### src/rtl/sct_pkg.sv
// Package for the shell command tokenizer: token and mode codes, character
// constants and the per-byte lexer step function.
// No dependencies.
`timescale 1ns / 1ps

package sct_pkg;

	// Token kinds on the result channel.
	localparam logic [3:0] K_CHAR    = 4'd0;
	localparam logic [3:0] K_WEND    = 4'd1;
	localparam logic [3:0] K_LPAREN  = 4'd2;
	localparam logic [3:0] K_RPAREN  = 4'd3;
	localparam logic [3:0] K_AMP     = 4'd4;
	localparam logic [3:0] K_AND     = 4'd5;
	localparam logic [3:0] K_PIPE    = 4'd6;
	localparam logic [3:0] K_OR      = 4'd7;
	localparam logic [3:0] K_SEMI    = 4'd8;
	localparam logic [3:0] K_LESS    = 4'd9;
	localparam logic [3:0] K_GREATER = 4'd10;
	localparam logic [3:0] K_APPEND  = 4'd11;
	localparam logic [3:0] K_END     = 4'd12;

	// Lexer modes. Codes above M_COMMENT behave as general mode.
	localparam logic [3:0] M_GEN     = 4'd0;
	localparam logic [3:0] M_WORD    = 4'd1;
	localparam logic [3:0] M_SQ      = 4'd2;
	localparam logic [3:0] M_DQ      = 4'd3;
	localparam logic [3:0] M_ESCW    = 4'd4;
	localparam logic [3:0] M_ESCQ    = 4'd5;
	localparam logic [3:0] M_AMP     = 4'd6;
	localparam logic [3:0] M_BAR     = 4'd7;
	localparam logic [3:0] M_SEMI    = 4'd8;
	localparam logic [3:0] M_LESS    = 4'd9;
	localparam logic [3:0] M_GT      = 4'd10;
	localparam logic [3:0] M_COMMENT = 4'd11;

	// Character constants.
	localparam logic [7:0] C_NUL    = 8'h00;
	localparam logic [7:0] C_TAB    = 8'h09;
	localparam logic [7:0] C_LF     = 8'h0A;
	localparam logic [7:0] C_CR     = 8'h0D;
	localparam logic [7:0] C_SPACE  = 8'h20;
	localparam logic [7:0] C_DQUOTE = 8'h22;
	localparam logic [7:0] C_HASH   = 8'h23;
	localparam logic [7:0] C_AMP    = 8'h26;
	localparam logic [7:0] C_SQUOTE = 8'h27;
	localparam logic [7:0] C_LPAREN = 8'h28;
	localparam logic [7:0] C_RPAREN = 8'h29;
	localparam logic [7:0] C_SEMI   = 8'h3B;
	localparam logic [7:0] C_LESS   = 8'h3C;
	localparam logic [7:0] C_GT     = 8'h3E;
	localparam logic [7:0] C_BSLASH = 8'h5C;
	localparam logic [7:0] C_BAR    = 8'h7C;

	// One emitted token.
	typedef struct packed {
		logic [3:0] kind;
		logic [7:0] ch;
	} tok_t;

	// Outcome of general-mode handling of one byte.
	typedef struct packed {
		logic [3:0] mode;
		logic       wne;
		logic       tok_v;
		tok_t       tok;
	} gen_res_t;

	// Outcome of one lexer step: next state and up to two tokens in order.
	typedef struct packed {
		logic [3:0] mode;
		logic       wne;
		logic [1:0] cnt;
		tok_t       r0;
		tok_t       r1;
	} step_res_t;

	function automatic logic is_delim(input logic [7:0] c);
		return c inside {C_NUL, C_SPACE, C_TAB, C_CR, C_LF, C_AMP, C_BAR, C_SEMI,
			C_LESS, C_GT, C_LPAREN, C_RPAREN};
	endfunction

	// General-mode handling: starts a new token or word from byte c, or skips a blank.
	function automatic gen_res_t gen_step(input logic [7:0] c);
		gen_res_t g;
		g.mode  = M_GEN;
		g.wne   = 1'b0;
		g.tok_v = 1'b0;
		g.tok   = '0;
		case (c) inside
			C_NUL: begin
				g.tok_v    = 1'b1;
				g.tok.kind = K_END;
			end
			C_SPACE, C_TAB, C_CR, C_LF: begin
				g.mode = M_GEN;
			end
			C_AMP:    g.mode = M_AMP;
			C_BAR:    g.mode = M_BAR;
			C_SEMI:   g.mode = M_SEMI;
			C_LESS:   g.mode = M_LESS;
			C_GT:     g.mode = M_GT;
			C_HASH:   g.mode = M_COMMENT;
			C_SQUOTE: g.mode = M_SQ;
			C_DQUOTE: g.mode = M_DQ;
			C_BSLASH: g.mode = M_ESCW;
			C_LPAREN: begin
				g.tok_v    = 1'b1;
				g.tok.kind = K_LPAREN;
			end
			C_RPAREN: begin
				g.tok_v    = 1'b1;
				g.tok.kind = K_RPAREN;
			end
			default: begin
				g.tok_v    = 1'b1;
				g.tok.kind = K_CHAR;
				g.tok.ch   = c;
				g.wne      = 1'b1;
				g.mode     = M_WORD;
			end
		endcase
		return g;
	endfunction

	// One lexer step. At most one token comes before the general-mode part
	// (a word end or a pending operator) and at most one comes after it.
	function automatic step_res_t lex_step(input logic [3:0] mode, input logic wne,
		input logic [7:0] c);
		step_res_t r;
		gen_res_t  g;
		logic      pre_v;
		tok_t      pre;
		logic      post_v;
		tok_t      post;
		logic      use_gen;
		g       = gen_step(c);
		pre_v   = 1'b0;
		pre     = '0;
		post_v  = 1'b0;
		post    = '0;
		use_gen = 1'b0;
		r.mode  = mode;
		r.wne   = wne;

		case (mode)
			M_WORD: begin
				if (is_delim(c)) begin
					pre_v    = wne;
					pre.kind = K_WEND;
					use_gen  = 1'b1;
				end else if (c == C_SQUOTE) begin
					r.mode = M_SQ;
				end else if (c == C_DQUOTE) begin
					r.mode = M_DQ;
				end else if (c == C_BSLASH) begin
					r.mode = M_ESCW;
				end else begin
					post_v    = 1'b1;
					post.kind = K_CHAR;
					post.ch   = c;
					r.wne     = 1'b1;
				end
			end
			M_SQ, M_DQ, M_ESCW, M_ESCQ: begin
				if (c == C_NUL) begin
					// End of input inside a quote or escape closes the word.
					pre_v     = wne;
					pre.kind  = K_WEND;
					post_v    = 1'b1;
					post.kind = K_END;
					r.mode    = M_GEN;
					r.wne     = 1'b0;
				end else if (mode == M_SQ && c == C_SQUOTE) begin
					r.mode = M_WORD;
				end else if (mode == M_DQ && c == C_DQUOTE) begin
					r.mode = M_WORD;
				end else if (mode == M_DQ && c == C_BSLASH) begin
					r.mode = M_ESCQ;
				end else begin
					post_v    = 1'b1;
					post.kind = K_CHAR;
					post.ch   = c;
					r.wne     = 1'b1;
					if (mode == M_ESCQ) begin
						r.mode = M_DQ;
					end else if (mode == M_ESCW) begin
						r.mode = M_WORD;
					end
				end
			end
			M_AMP: begin
				if (c == C_AMP) begin
					post_v    = 1'b1;
					post.kind = K_AND;
					r.mode    = M_GEN;
				end else begin
					pre_v    = 1'b1;
					pre.kind = K_AMP;
					use_gen  = 1'b1;
				end
			end
			M_BAR: begin
				if (c == C_BAR) begin
					post_v    = 1'b1;
					post.kind = K_OR;
					r.mode    = M_GEN;
				end else begin
					pre_v    = 1'b1;
					pre.kind = K_PIPE;
					use_gen  = 1'b1;
				end
			end
			M_GT: begin
				if (c == C_GT) begin
					post_v    = 1'b1;
					post.kind = K_APPEND;
					r.mode    = M_GEN;
				end else begin
					pre_v    = 1'b1;
					pre.kind = K_GREATER;
					use_gen  = 1'b1;
				end
			end
			M_SEMI: begin
				pre_v    = 1'b1;
				pre.kind = K_SEMI;
				if (c == C_SEMI) begin
					r.mode = M_GEN;
				end else begin
					use_gen = 1'b1;
				end
			end
			M_LESS: begin
				pre_v    = 1'b1;
				pre.kind = K_LESS;
				if (c == C_LESS) begin
					r.mode = M_GEN;
				end else begin
					use_gen = 1'b1;
				end
			end
			M_COMMENT: begin
				if (c == C_NUL) begin
					post_v    = 1'b1;
					post.kind = K_END;
					r.mode    = M_GEN;
				end else if (c == C_LF) begin
					r.mode = M_GEN;
				end
			end
			default: begin
				use_gen = 1'b1;
			end
		endcase

		if (use_gen) begin
			r.mode = g.mode;
			r.wne  = g.wne;
			post_v = g.tok_v;
			post   = g.tok;
		end

		// Pack the tokens in emission order.
		if (pre_v) begin
			r.r0  = pre;
			r.r1  = post;
			r.cnt = post_v ? 2'd2 : 2'd1;
		end else begin
			r.r0  = post;
			r.r1  = '0;
			r.cnt = post_v ? 2'd1 : 2'd0;
		end
		return r;
	endfunction

endpackage

### src/rtl/shell_command_tokenizer.sv
// Shell command tokenizer: one input byte per transfer, up to two tokens out.
// The input byte is registered, then its tokens go to the result buffer.
// Throughput: one byte per cycle while each byte yields at most one token and
// out_ready holds; a byte that yields two tokens holds the result buffer until
// both are taken. Reset clears the lexer to general mode with an empty word
// and drops all pending bytes and results. Depends on sct_pkg.
`timescale 1ns / 1ps

module shell_command_tokenizer (
	input  logic       clk,
	input  logic       arst_n,
	input  logic       in_valid,
	output logic       in_ready,
	input  logic [7:0] char_in,
	output logic       out_valid,
	input  logic       out_ready,
	output logic [3:0] token_kind,
	output logic [7:0] char_out,
	output logic       last_of_run
);

	logic               vld_s1;
	logic [7:0]         char_s1;
	logic [3:0]         mode_q;
	logic               wne_q;
	logic [1:0]         cnt_q;
	sct_pkg::tok_t      r0_q;
	sct_pkg::tok_t      r1_q;
	sct_pkg::step_res_t step;
	logic               out_xfer;
	logic               buf_free;
	logic               advance;

	// Handshake control: the result buffer takes a new byte's tokens once it
	// is empty or is handing over its last token in this cycle.
	assign out_xfer = out_valid && out_ready;
	assign buf_free = (cnt_q == 2'd0) || ((cnt_q == 2'd1) && out_ready);
	assign advance  = vld_s1 && buf_free;
	assign in_ready = !vld_s1 || advance;

	// Lexer step on the registered byte.
	assign step = sct_pkg::lex_step(mode_q, wne_q, char_s1);

	// Input register.
	always_ff @(posedge clk or negedge arst_n) begin
		if (!arst_n) begin
			vld_s1 <= 1'b0;
		end else if (in_ready) begin
			vld_s1 <= in_valid;
		end
	end

	always_ff @(posedge clk) begin
		if (in_valid && in_ready) begin
			char_s1 <= char_in;
		end
	end

	// Lexer state and result count.
	always_ff @(posedge clk or negedge arst_n) begin
		if (!arst_n) begin
			mode_q <= sct_pkg::M_GEN;
			wne_q  <= 1'b0;
			cnt_q  <= 2'd0;
		end else begin
			if (advance) begin
				mode_q <= step.mode;
				wne_q  <= step.wne;
				cnt_q  <= step.cnt;
			end else if (out_xfer) begin
				cnt_q <= cnt_q - 2'd1;
			end
		end
	end

	// Result buffer: the front token is shown, the second moves up after a transfer.
	always_ff @(posedge clk) begin
		if (advance) begin
			r0_q <= step.r0;
			r1_q <= step.r1;
		end else if (out_xfer) begin
			r0_q <= r1_q;
		end
	end

	// The front token is the last of its byte when it is the only one left.
	assign out_valid   = (cnt_q != 2'd0);
	assign token_kind  = r0_q.kind;
	assign char_out    = r0_q.ch;
	assign last_of_run = (cnt_q == 2'd1);

endmodule
### config.mk
export PLATFORM = sky130hd
export DESIGN_NAME = shell_command_tokenizer
export DESIGN_NICKNAME = d
export VERILOG_FILES = /design/src/rtl/sct_pkg.sv /design/src/rtl/shell_command_tokenizer.sv
export SDC_FILE = /design/constraint.sdc
export NUM_CORES = 1
export LEC_CHECK = 0
export ABC_AREA = 0
export ABC_CLOCK_PERIOD_IN_PS = 4400
export BUFFER_PORTS_ARGS = -buffer_cell sky130_fd_sc_hd__buf_4
export CORE_ASPECT_RATIO = 0.7
export CORE_MARGIN = 1
export CORE_UTILIZATION = 59
export CTS_CLUSTER_DIAMETER = 150
export DETAILED_ROUTE_END_ITERATION = 7
export PLACE_DENSITY = 0.8
export SLEW_MARGIN = 10
export SYNTH_ARGS = -nofsm -noshare
export SYNTH_HDL_FRONTEND = slang
export SYNTH_SLANG_ARGS = --single-unit
### constraint.sdc
create_clock -name clk -period 4.4 [get_ports clk]
set_clock_uncertainty 0.05 [all_clocks]
set_input_delay 0.22 -clock clk [delete_from_list [all_inputs] [get_ports clk]]
set_output_delay 0.22 -clock clk [all_outputs]
set_load 0.03 [all_outputs]
==> results of run 1 <==
==> flip-flops by register name (all words and copies together) (netlist names) <==
| register | flops |
|---|---|
| wne_q | 1 |
| r1_q | 12 |
| token_kind | 4 |
| char_s1 | 8 |
| cnt_q | 2 |
| vld_s1 | 1 |
| char_out | 8 |
| mode_q | 4 |
==> metrics by stage <==
step | instance area, µm² | hold WS (ns) | power, mW | cells | utilization
after floorplan | 2730 | -0.126 | 1.56 | 286 | -
after global placement | 2920 | -0.00848 | 1.83 | 352 | 0.662
after detailed placement | 2920 | -0.00682 | 1.85 | 352 | 0.662
after CTS | 3030 | 0.0372 | 2.15 | 361 | 0.689
after global routing | 3030 | 0.0300 | 2.30 | 361 | 0.689
final | 3030 | 0.0398 | 2.17 | 361 | 0.689
==> worst max-delay path by stage <==
stage	start	end	slack (ns)
after floorplan	char_s1[4]	cnt_q[0]	1.34
after global placement	char_s1[4]	cnt_q[0]	1.19
after detailed placement	char_s1[4]	cnt_q[0]	1.10
after CTS	char_s1[4]	cnt_q[0]	1.09
after global routing	char_s1[3]	cnt_q[0]	0.79
final	char_s1[1]	cnt_q[0]	1.05
==> timing repair <==
item / in CTS / in global routing
endpoints found under the hold margin: 8 / 0
hold buffers: 1 / 0
setup buffers: 0 / 0
==> synth_stat cells, types with 6 or more instances <==
cell type  number  area [µm²]
a21oi_1        15        75.1
buf_2           7        35.0
clkbuf_1        6        22.5
dfrtp_1         8         200
edfxtp_1       32         961
mux2_2          6        67.6
nand2_1        27         101
nand2b_1       12        75.1
nand3_1         6        30.0
nor2_1         19        71.3
nor2b_1         6        37.5
nor3_1         13        65.1
o21ai_0        15        75.1
==> kinds of logic (layout without fill, tap and decap cells) <==
kind of cell | Yosys count | count (layout)
buffers and inverters | 27 | 47
multiplexers | 11 | 11
flip-flops | 40 | 40
AND/OR/NAND/NOR | 131 | 131
XOR/XNOR | 3 | 3
adder cells (fa/ha/maj) | 3 | 3
AO/OA/AOI/OAI | 71 | 71
==> layout make-up <==
class	count	area, µm²	share of cell area
Multi-Input combinational cell	219	1420	0.469
Sequential cell	40	1160	0.383
Timing Repair Buffer	33	250	0.0825
Clock buffer	6	72.6	0.0239
Tap cell	55	68.8	0.0227
Clock inverter	2	35.0	0.0116
Inverter	6	22.5	0.00743
==> metal layers <==
layer,GRT usage,part of all wire
met5,0,0
met4,0.108,0.031
met3,0.0799,0.12
met2,0.420,0.41
met1,0.466,0.44
==> report_power, final <==
part / total, mW / internal, mW / switching, mW
clock network: 0.302 / 0.168 / 0.133
registers: 0.762 / 0.605 / 0.157
logic: 1.11 / 0.421 / 0.685
total: 2.17 / 1.19 / 0.976
==> placed cells by master (no fill, tap or decap), types with 2 or more instances in the layout <==
master	n
nor2b_1	6
o21ai_0	15
nor4_1	3
or2_2	2
a21o_1	3
o31ai_1	4
nand3_1	6
and3_2	2
o32ai_1	2
and2_1	5
mux2_2	6
clkbuf_8	5
buf_4	32
o22ai_1	3
and3_1	5
nand2_1	27
a32o_1	4
a21oi_1	15
nor3_1	13
a221oi_1	2
xnor2_1	2
nand2b_1	12
dfrtp_1	8
or3_1	5
mux2i_1	5
nor3b_1	3
nand3b_1	3
nand4bb_1	2
o21a_1	2
nor2_1	19
edfxtp_1	32
nor4b_1	2
ha_1	3
inv_1	5
o211ai_1	2
o311ai_0	2
nand4_1	4
==> metrics.txt, run 1 <==
status=finished, final reports clean; Syn. warnings=0; headroom to the max-slew limit=0.355; Port Buffers=26; main combinational cell family by area after synthesis=simple AND/OR/NAND/NOR gates; Tmin final=3.35 ns; Final Slew Violations=0; worst-path cell chain=nand4bb_1 -> or3b_2 -> a32o_2 -> a21o_1 -> a311oi_4 -> inv_2 -> ha_1 -> nor3b_1 -> a31oi_1 -> o21a_1; post-DP HPWL=5040 µm; clk_lat worst skew=0.30 ns; number of global-route vias before repair=2184; CTS Buf Count=5; starting DRC count in detailed routing=437; cell family with most CP delay=simple AND/OR/NAND/NOR gates; number of synthesized flops with an enable pin=32; final WL=6990 µm; worst slew pin tran=0.967 ns; Min-Delay Path Class=in2reg; min-delay src=char_in[3]; share of cells above drive strength 1=0.203; post-CTS sizing=0; core box area=4400 µm²; final setup fails=0; Stages on worst setup path=10; vias per inst=6.78; Routed Antenna Nets=0; Core Rows=20; XOR/XNOR Fraction of Synth Area=0.00962; nature of the critical path startpoint=flop; Setup crit end kind=flop; register area share after synthesis=0.425; Post-Syn Area=2730 µm²; leakage=1.20 nW; initial antenna violation count=0; post-place setup slack=1.10 ns; Worst Path Max Fanout=15; Worst Hold End=char_s1[3]; CTS tree=done; CP max stage delay=0.59 ns; DR DRC count=0; clock-pin slew on the worst setup and hold paths=0.08 ns; largest net degree at the start of global routing=26; RSZ-0062 raised after global routing=false; H-tree levels=2; clk root buf=clkbuf_8; worst reg2reg startpoint=char_s1[1]; final worst slack=1.05 ns; TNS Setup=0 ns; net count reported at finish=320; crit share post-route=0.761; CTS Buffer Depth=2; Syn Nets=301; FF-to-FF End=cnt_q[0]; synthesis-to-layout area growth=11.0%; syn_area_per_cell=9.55 µm²; number of diodes=0; WP data required=4.55 ns; RD Place Congestion=1.07; Filler Cell Count=340; vias=2449; worst vdd ir=0.498 mV; global-route wire length before repair=11400 µm; Post-Syn Instances=286; Max Fclk=299 MHz; CP Class=reg2reg; Die Y-Extent=58.9 µm; reg2reg setup slack=1.05 ns; Synth Area in Compound Gates=0.185; final number of hold-violating endpoints=0; reg2reg path depth=10; gr usage total=0.307; slowest CP cell=edfxtp_1; multiplexer area fraction after synthesis=0.0430; Initial Util=0.620; Netlist cell types=71; synthesized-area fraction occupied by adder cells=0.0137; Num Clock Sinks=40; Die X=83.3 µm; crit path DAT=3.50 ns; io pins=27; routed len/inst=19.4 µm; Max Cap Violations=0; simple-gate area share of the yosys netlist=0.269; Synth async-reset ratio=0.200; #FFs+latches synth=40; Cell Pwr Density=715 nW/µm²; WHS Path Cells=1; WP buf/inv=1; die area=4910 µm²; ys flop type=edfxtp_1; GRT overflow=0; Pre-Repair DR Iteration Count=5
(Power assumes the default switching activity.)
==> run 2: changes to the inputs <==
--- a/config.mk
+++ b/config.mk
@@ -6,14 +6,14 @@
 export NUM_CORES = 1
 export LEC_CHECK = 0
 export ABC_AREA = 0
-export ABC_CLOCK_PERIOD_IN_PS = 4400
+export ABC_CLOCK_PERIOD_IN_PS = 2680
 export BUFFER_PORTS_ARGS = -buffer_cell sky130_fd_sc_hd__buf_4
 export CORE_ASPECT_RATIO = 0.7
 export CORE_MARGIN = 1
-export CORE_UTILIZATION = 59
+export CORE_UTILIZATION = 54
 export CTS_CLUSTER_DIAMETER = 150
 export DETAILED_ROUTE_END_ITERATION = 7
-export PLACE_DENSITY = 0.8
+export PLACE_DENSITY = 0.77
 export SLEW_MARGIN = 10
 export SYNTH_ARGS = -nofsm -noshare
 export SYNTH_HDL_FRONTEND = slang
==> constraint.sdc (replaced) <==
create_clock -name clk -period 2.68 [get_ports clk]
set_clock_uncertainty 0.05 [all_clocks]
set_input_delay 0.134 -clock clk [delete_from_list [all_inputs] [get_ports clk]]
set_output_delay 0.134 -clock clk [all_outputs]
set_load 0.03 [all_outputs]
==> run 2 against run 1 <==
  * Final area is 26% higher
  * Die area is 9.0% higher
  * Sequential power is 50% higher
  * Fmax is 13% higher
  * Via count is 12% higher
  * Non-clock buffer count is 73 higher
  * Critical endpoint is now mode_q[0]
  * Largest cell class unchanged
  * Highest routed layer unchanged
  * Sequential share of layout area is 7.8 points lower
  * Total power is 99% higher
  * Flip-flop and latch count stayed put
  * Clock power is 33% higher
  * The run now ends with setup timing left
  * Count of clock-buffer cells in the layout is 1 lower
  * Worst setup slack worse by 1.3 ns
==> metrics.txt, run 2 (synthesized netlist as in run 1, its figures left out) <==
violated checks=setup timing; vias=2735 (+12%); crit path DAT=3.11 ns (-0.39 ns); number of global-route vias before repair=2563 (+17%); Setup crit end kind=flop; post-DP HPWL=6000 µm (+19%); Cell Pwr Density=1130 nW/µm² (+58%); Final Power=4.31 mW (+99%); RD Place Congestion=1.04 (-3.0%); Routed Antenna Nets=0 (unchanged); most flop-heavy register=r1_q; Max Cap Violations=0 (unchanged); worst-path cell chain=or3_4 -> or4_4 -> a32o_2 -> buf_6 -> nor2_4 -> nand2_4 -> buf_4 -> buf_6 -> o21ai_4 -> mux2_2; worst vdd ir=1.09 mV (+120%); hold slack=0.115 ns (+0.0749 ns); status=finished, violations left; headroom to the max-slew limit=0.632 (+0.277); Die X=87.0 µm (+4.4%); Worst Path Max Fanout=4 (-11); RSZ-0062 raised after global routing=true; most frequent cells in the layout=buf_4, edfxtp_1, nand2_1, nor2_1, nand2b_1; net count reported at finish=393 (+23%); starting DRC count in detailed routing=324 (-26%); Largest register FFs=12 (unchanged); CP max stage delay=0.52 ns (-0.07 ns); routed len/inst=18.7 µm (-3.6%); WP data required=2.82 ns (-1.73 ns); design area=3810 µm² (+26%); global-route wire length before repair=12600 µm (+11%); CP dominant cell by count=buf_6; Max Fclk=337 MHz (+13%); clock-pin slew on the worst setup and hold paths=0.08 ns (about the same); Die Y-Extent=61.5 µm (+4.4%); initial antenna violation count=0 (unchanged); worst slew pin tran=0.551 ns (-0.416 ns); clk_lat worst skew=0.30 ns (about the same); synthesis-to-layout area growth=39.3%; final WL=8360 µm (+20%); Min-Delay Path Class=in2reg; gr usage total=0.325 (+0.0181); Initial Util=0.565 (-0.0552); number of diodes=0 (unchanged); Port Buffers=26 (unchanged); share of cells above drive strength 1=0.409 (+0.206); Num Clock Sinks=40 (unchanged); DR DRC count=0 (unchanged); leakage=1.59 nW (+33%); GRT overflow=0 (unchanged); CTS Buf Count=5 (unchanged); slowest CP cell=or4_4; clk root buf=clkbuf_8; commonest non-fill, non-tap cell in the layout=buf_4; Cell Area, Placed=3390 µm² (+16%); io pins=27 (unchanged); CTS Buffer Depth=2 (unchanged); final worst slack=-0.288 ns (-1.34 ns); core box area=4830 µm² (+9.8%); placed cells=421 (+20%); die area=5350 µm² (+9.0%); Core Rows=21 (+5.0%); Final Slew Violations=0 (unchanged); CP Class=reg2reg; vias per inst=6.10 (-10%); Filler Cell Count=324 (-4.7%); CTS tree=done; cell family with most CP delay=simple AND/OR/NAND/NOR gates; largest net degree at the start of global routing=23 (-12%); Cell Count, Final, Fillers Out=448 (+24%); final setup fails=30 (+30); final number of hold-violating endpoints=0 (unchanged); Tmin final=2.97 ns (-0.380 ns); Pre-Repair DR Iteration Count=5 (unchanged); H-tree levels=2 (unchanged); nature of the critical path startpoint=flop; WP buf/inv=3 (+2); crit share post-route=1.11 (+0.347)
## run 2: changes by cell type in the layout (fill, tap and decap cells not counted), sizes merged
cell,delta
clkbuf,-1
dlygate4sd3,+9
clkinv,+2
buf,+64
bufinv,-1
## run 2: timing repair
item / CTS / global route
buffers inserted: 6 / 3
endpoints found under the hold margin: 17 / 0
hold buffers: 10 / 0
pin swaps: 14 / 5
setup endpoints to repair: 31 / 31
gates resized for setup: 33 / 11
## run 2: power by group
group | internal (mW) | switching (mW) | total, mW
clock network | 0.177 | 0.225 | 0.402
logic | 1.23 | 1.54 | 2.77
registers | 0.995 | 0.148 | 1.14
total | 2.40 | 1.92 | 4.31
## run 2: final cells by class
type,instances,area (µm²),share of cell area
clock buffer,5,68.8,0.0181
clock inverter,3,13.8,0.00361
inverter,6,22.5,0.00592
multi-input combinational,219,1590,0.418
sequential,40,1160,0.305
tap,69,86.3,0.0227
timing repair buffer,106,863,0.227
## run 2: worst register-to-register path: stages (launching register included)
cell      delay (ns)
edfxtp_1        0.40
or3_4           0.41
or4_4           0.52
a32o_2          0.30
buf_6           0.12
nor2_4          0.11
nand2_4         0.08
buf_4           0.18
buf_6           0.12
o21ai_4         0.20
mux2_2          0.36
## run 2: final timing paths
path | from | slack (ns) | cells past startpoint | to
setup / recovery | char_s1[4] | -0.29 | 10 | mode_q[0]
hold / removal | out_ready | 0.11 | 4 | vld_s1
setup reg to reg | char_s1[4] | -0.29 | 10 | mode_q[0]
hold reg to reg | r1_q[1] | 0.49 | 2 | char_out[1]
max in group asynchronous | arst_n | 2.32 | 2 | wne_q
min in group asynchronous | arst_n | 0.12 | 2 | mode_q[0]
## run 2: layer usage
| metal | track usage | up-vias | wire length [µm] |
|---|---|---|---|
| li1 | - | 1268 | - |
| met1 | 0.437 | 1294 | 3490 |
| met2 | 0.513 | 159 | 3770 |
| met3 | 0.101 | 14 | 978 |
| met4 | 0.0952 | 0 | 126 |
| met5 | 0 | - | 0 |
## run 2: metrics by stage
stage	TNS (ns)	utilization	setup slack [ns]
after floorplan	-3.06	-	-0.369
after global placement	-2.57	0.700	-0.195
after detailed placement	-4.40	0.700	-0.306
after CTS	-3.52	0.775	-0.267
after global routing	-6.79	0.788	-0.359
final	-4.65	0.788	-0.288
==> run 3: changes to the inputs <==
--- a/config.mk
+++ b/config.mk
@@ -14,6 +14,7 @@
 export CTS_CLUSTER_DIAMETER = 150
 export DETAILED_ROUTE_END_ITERATION = 7
 export PLACE_DENSITY = 0.77
+export RECOVER_POWER = 25
 export SLEW_MARGIN = 10
 export SYNTH_ARGS = -nofsm -noshare
 export SYNTH_HDL_FRONTEND = slang
==> run 3 against run 2 <==
  * The flow still finishes with violations (setup timing)
  * Final area about the same
  * Sequential power hardly changed
  * Sequential share of layout area about the same
  * First-iteration DRC count increased by 2.8%
  * Final cell count unchanged
  * Clock power about the same
  * Register-to-register slack barely moved
  * Flip-flop and latch count stayed put
  * Via count about the same
  * Die area did not move
  * Worst setup slack improved by 0.012 ns
  * Critical path depth did not move
  * Highest routed layer unchanged
==> metrics.txt, run 3 (synthesized netlist as in run 1, its figures left out) <==
Die Y-Extent=61.5 µm (unchanged); H-tree levels=2 (unchanged); number of global-route vias before repair=2563 (unchanged); Core Rows=21 (unchanged); Tmin final=2.96 ns (-0.0124 ns); status=finished, violations left; Largest register FFs=12 (unchanged); leakage=1.58 nW (-0.33%); synthesis-to-layout area growth=39.2% (about the same); Routed Antenna Nets=0 (unchanged); Cell Area, Placed=3390 µm² (unchanged); Pre-Repair DR Iteration Count=5 (unchanged); final setup fails=30 (unchanged); headroom to the max-slew limit=0.632 (about the same); RD Place Congestion=1.04 (unchanged); GRT overflow=0 (unchanged); placed cells=421 (unchanged); vias=2734 (-0.037%); clk root buf=clkbuf_8; number of diodes=0 (unchanged); starting DRC count in detailed routing=333 (+2.8%); Cell Pwr Density=1130 nW/µm² (+0.11%); final number of hold-violating endpoints=0 (unchanged); Initial Util=0.565 (unchanged); Die X=87.0 µm (unchanged); Worst Path Max Fanout=4 (unchanged); Filler Cell Count=326 (+0.62%); gr usage total=0.325 (unchanged); worst vdd ir=1.10 mV (+0.81%); most frequent cells in the layout=buf_4, edfxtp_1, nand2_1, nor2_1, nand2b_1; violated checks=setup timing; final worst slack=-0.276 ns (+0.0124 ns); design area=3800 µm² (about the same); Num Clock Sinks=40 (unchanged); final WL=8310 µm (-0.63%); vias per inst=6.10 (about the same); net count reported at finish=393 (unchanged); crit path DAT=3.10 ns (about the same); largest net degree at the start of global routing=23 (unchanged); share of cells above drive strength 1=0.406 (-0.00264); crit share post-route=1.10 (-0.00463); Setup crit end kind=flop; clk_lat worst skew=0.30 ns (about the same); nature of the critical path startpoint=flop; worst slew pin tran=0.551 ns (-0.000663 ns); worst-path cell chain=or3_4 -> or4_4 -> a32o_2 -> buf_6 -> nor2_4 -> nand2_4 -> buf_4 -> buf_6 -> o21ai_4 -> mux2_2; CTS Buf Count=5 (unchanged); Final Slew Violations=0 (unchanged); global-route wire length before repair=12600 µm (unchanged); CTS tree=done; most flop-heavy register=r1_q; post-DP HPWL=6000 µm (unchanged); Max Cap Violations=0 (unchanged); RSZ-0062 raised after global routing=true; CP max stage delay=0.52 ns (about the same); core box area=4830 µm² (unchanged); commonest non-fill, non-tap cell in the layout=buf_4; Min-Delay Path Class=in2reg; Max Fclk=338 MHz (+0.42%); Cell Count, Final, Fillers Out=448 (unchanged); CP dominant cell by count=buf_6; clock-pin slew on the worst setup and hold paths=0.08 ns (about the same); CTS Buffer Depth=2 (unchanged); io pins=27 (unchanged); DR DRC count=0 (unchanged); CP Class=reg2reg; slowest CP cell=or4_4; initial antenna violation count=0 (unchanged); Port Buffers=26 (unchanged); routed len/inst=18.5 µm (-0.63%); die area=5350 µm² (unchanged); WP data required=2.83 ns (about the same)
-- run 3: changes by cell type in the layout (fill, tap and decap cells not counted) --
cell and change:
clkbuf_1 +1, buf_4 -9, clkbuf_4 +8
-- run 3: metrics by stage --
stage | worst slack (ns) | setup TNS (ns) | util | total power, mW | hold slack (ns)
2_1_floorplan | -0.369 | -3.06 | - | 2.63 | -0.212
3_3_place_gp | -0.195 | -2.57 | 0.700 | 3.41 | -0.0931
3_5_place_dp | -0.306 | -4.40 | 0.700 | 3.47 | -0.0919
4_1_cts | -0.267 | -3.52 | 0.775 | 4.15 | 0.127
5_1_grt | -0.359 | -6.79 | 0.787 | 4.56 | 0.161
6_report | -0.276 | -4.41 | 0.787 | 4.31 | 0.113
-- run 3: final cells by class --
type | instances | area (µm²) | area share
clock buffer | 5 | 68.8 | 0.0181
clock inverter | 3 | 13.8 | 0.00362
inverter | 6 | 22.5 | 0.00592
multi-input combinational | 219 | 1590 | 0.418
sequential | 40 | 1160 | 0.305
tap | 69 | 86.3 | 0.0227
timing repair buffer | 106 | 860 | 0.226
-- run 3: final timing paths --
path,depth (start not counted),endpoint,slack (ns),startpoint
max in group asynchronous,2,wne_q,2.03,arst_n
hold reg to reg,2,char_out[1],0.49,r1_q[1]
hold / removal,4,vld_s1,0.11,out_ready
min in group asynchronous,2,mode_q[0],0.23,arst_n
setup reg to reg,10,mode_q[0],-0.28,char_s1[4]
setup / recovery,10,mode_q[0],-0.28,char_s1[4]
-- run 3: layer usage --
layer,wire [µm],vias up,GRT usage
li1,-,1266,-
met1,3470,1270,0.437
met2,3720,176,0.513
met3,967,22,0.101
met4,152,0,0.0952
met5,0,-,0
-- run 3: what timing repair did --
item	4_1_cts	5_1_grt
buffers inserted	6	3
hold buffers	10	0
pin swaps	14	5
setup endpoints to repair	31	31
hold endpoints to repair	17	0
resized for setup	33	11
-- run 3: power by group --
group	switching, mW	internal (mW)	leakage [nW]
combinational	1.54	1.22	1.13
clock	0.227	0.177	0.0453
sequential	0.147	0.994	0.406
-- run 3: worst max-delay path, delay by kind of cell (launching register included) --
family / cells / cell delay, ns
DFF: 1 / 0.40
and+or+nand+nor: 4 / 1.12
muxes: 1 / 0.36
buffers and inverters: 3 / 0.42
AOI/OAI and AO/OA: 2 / 0.50
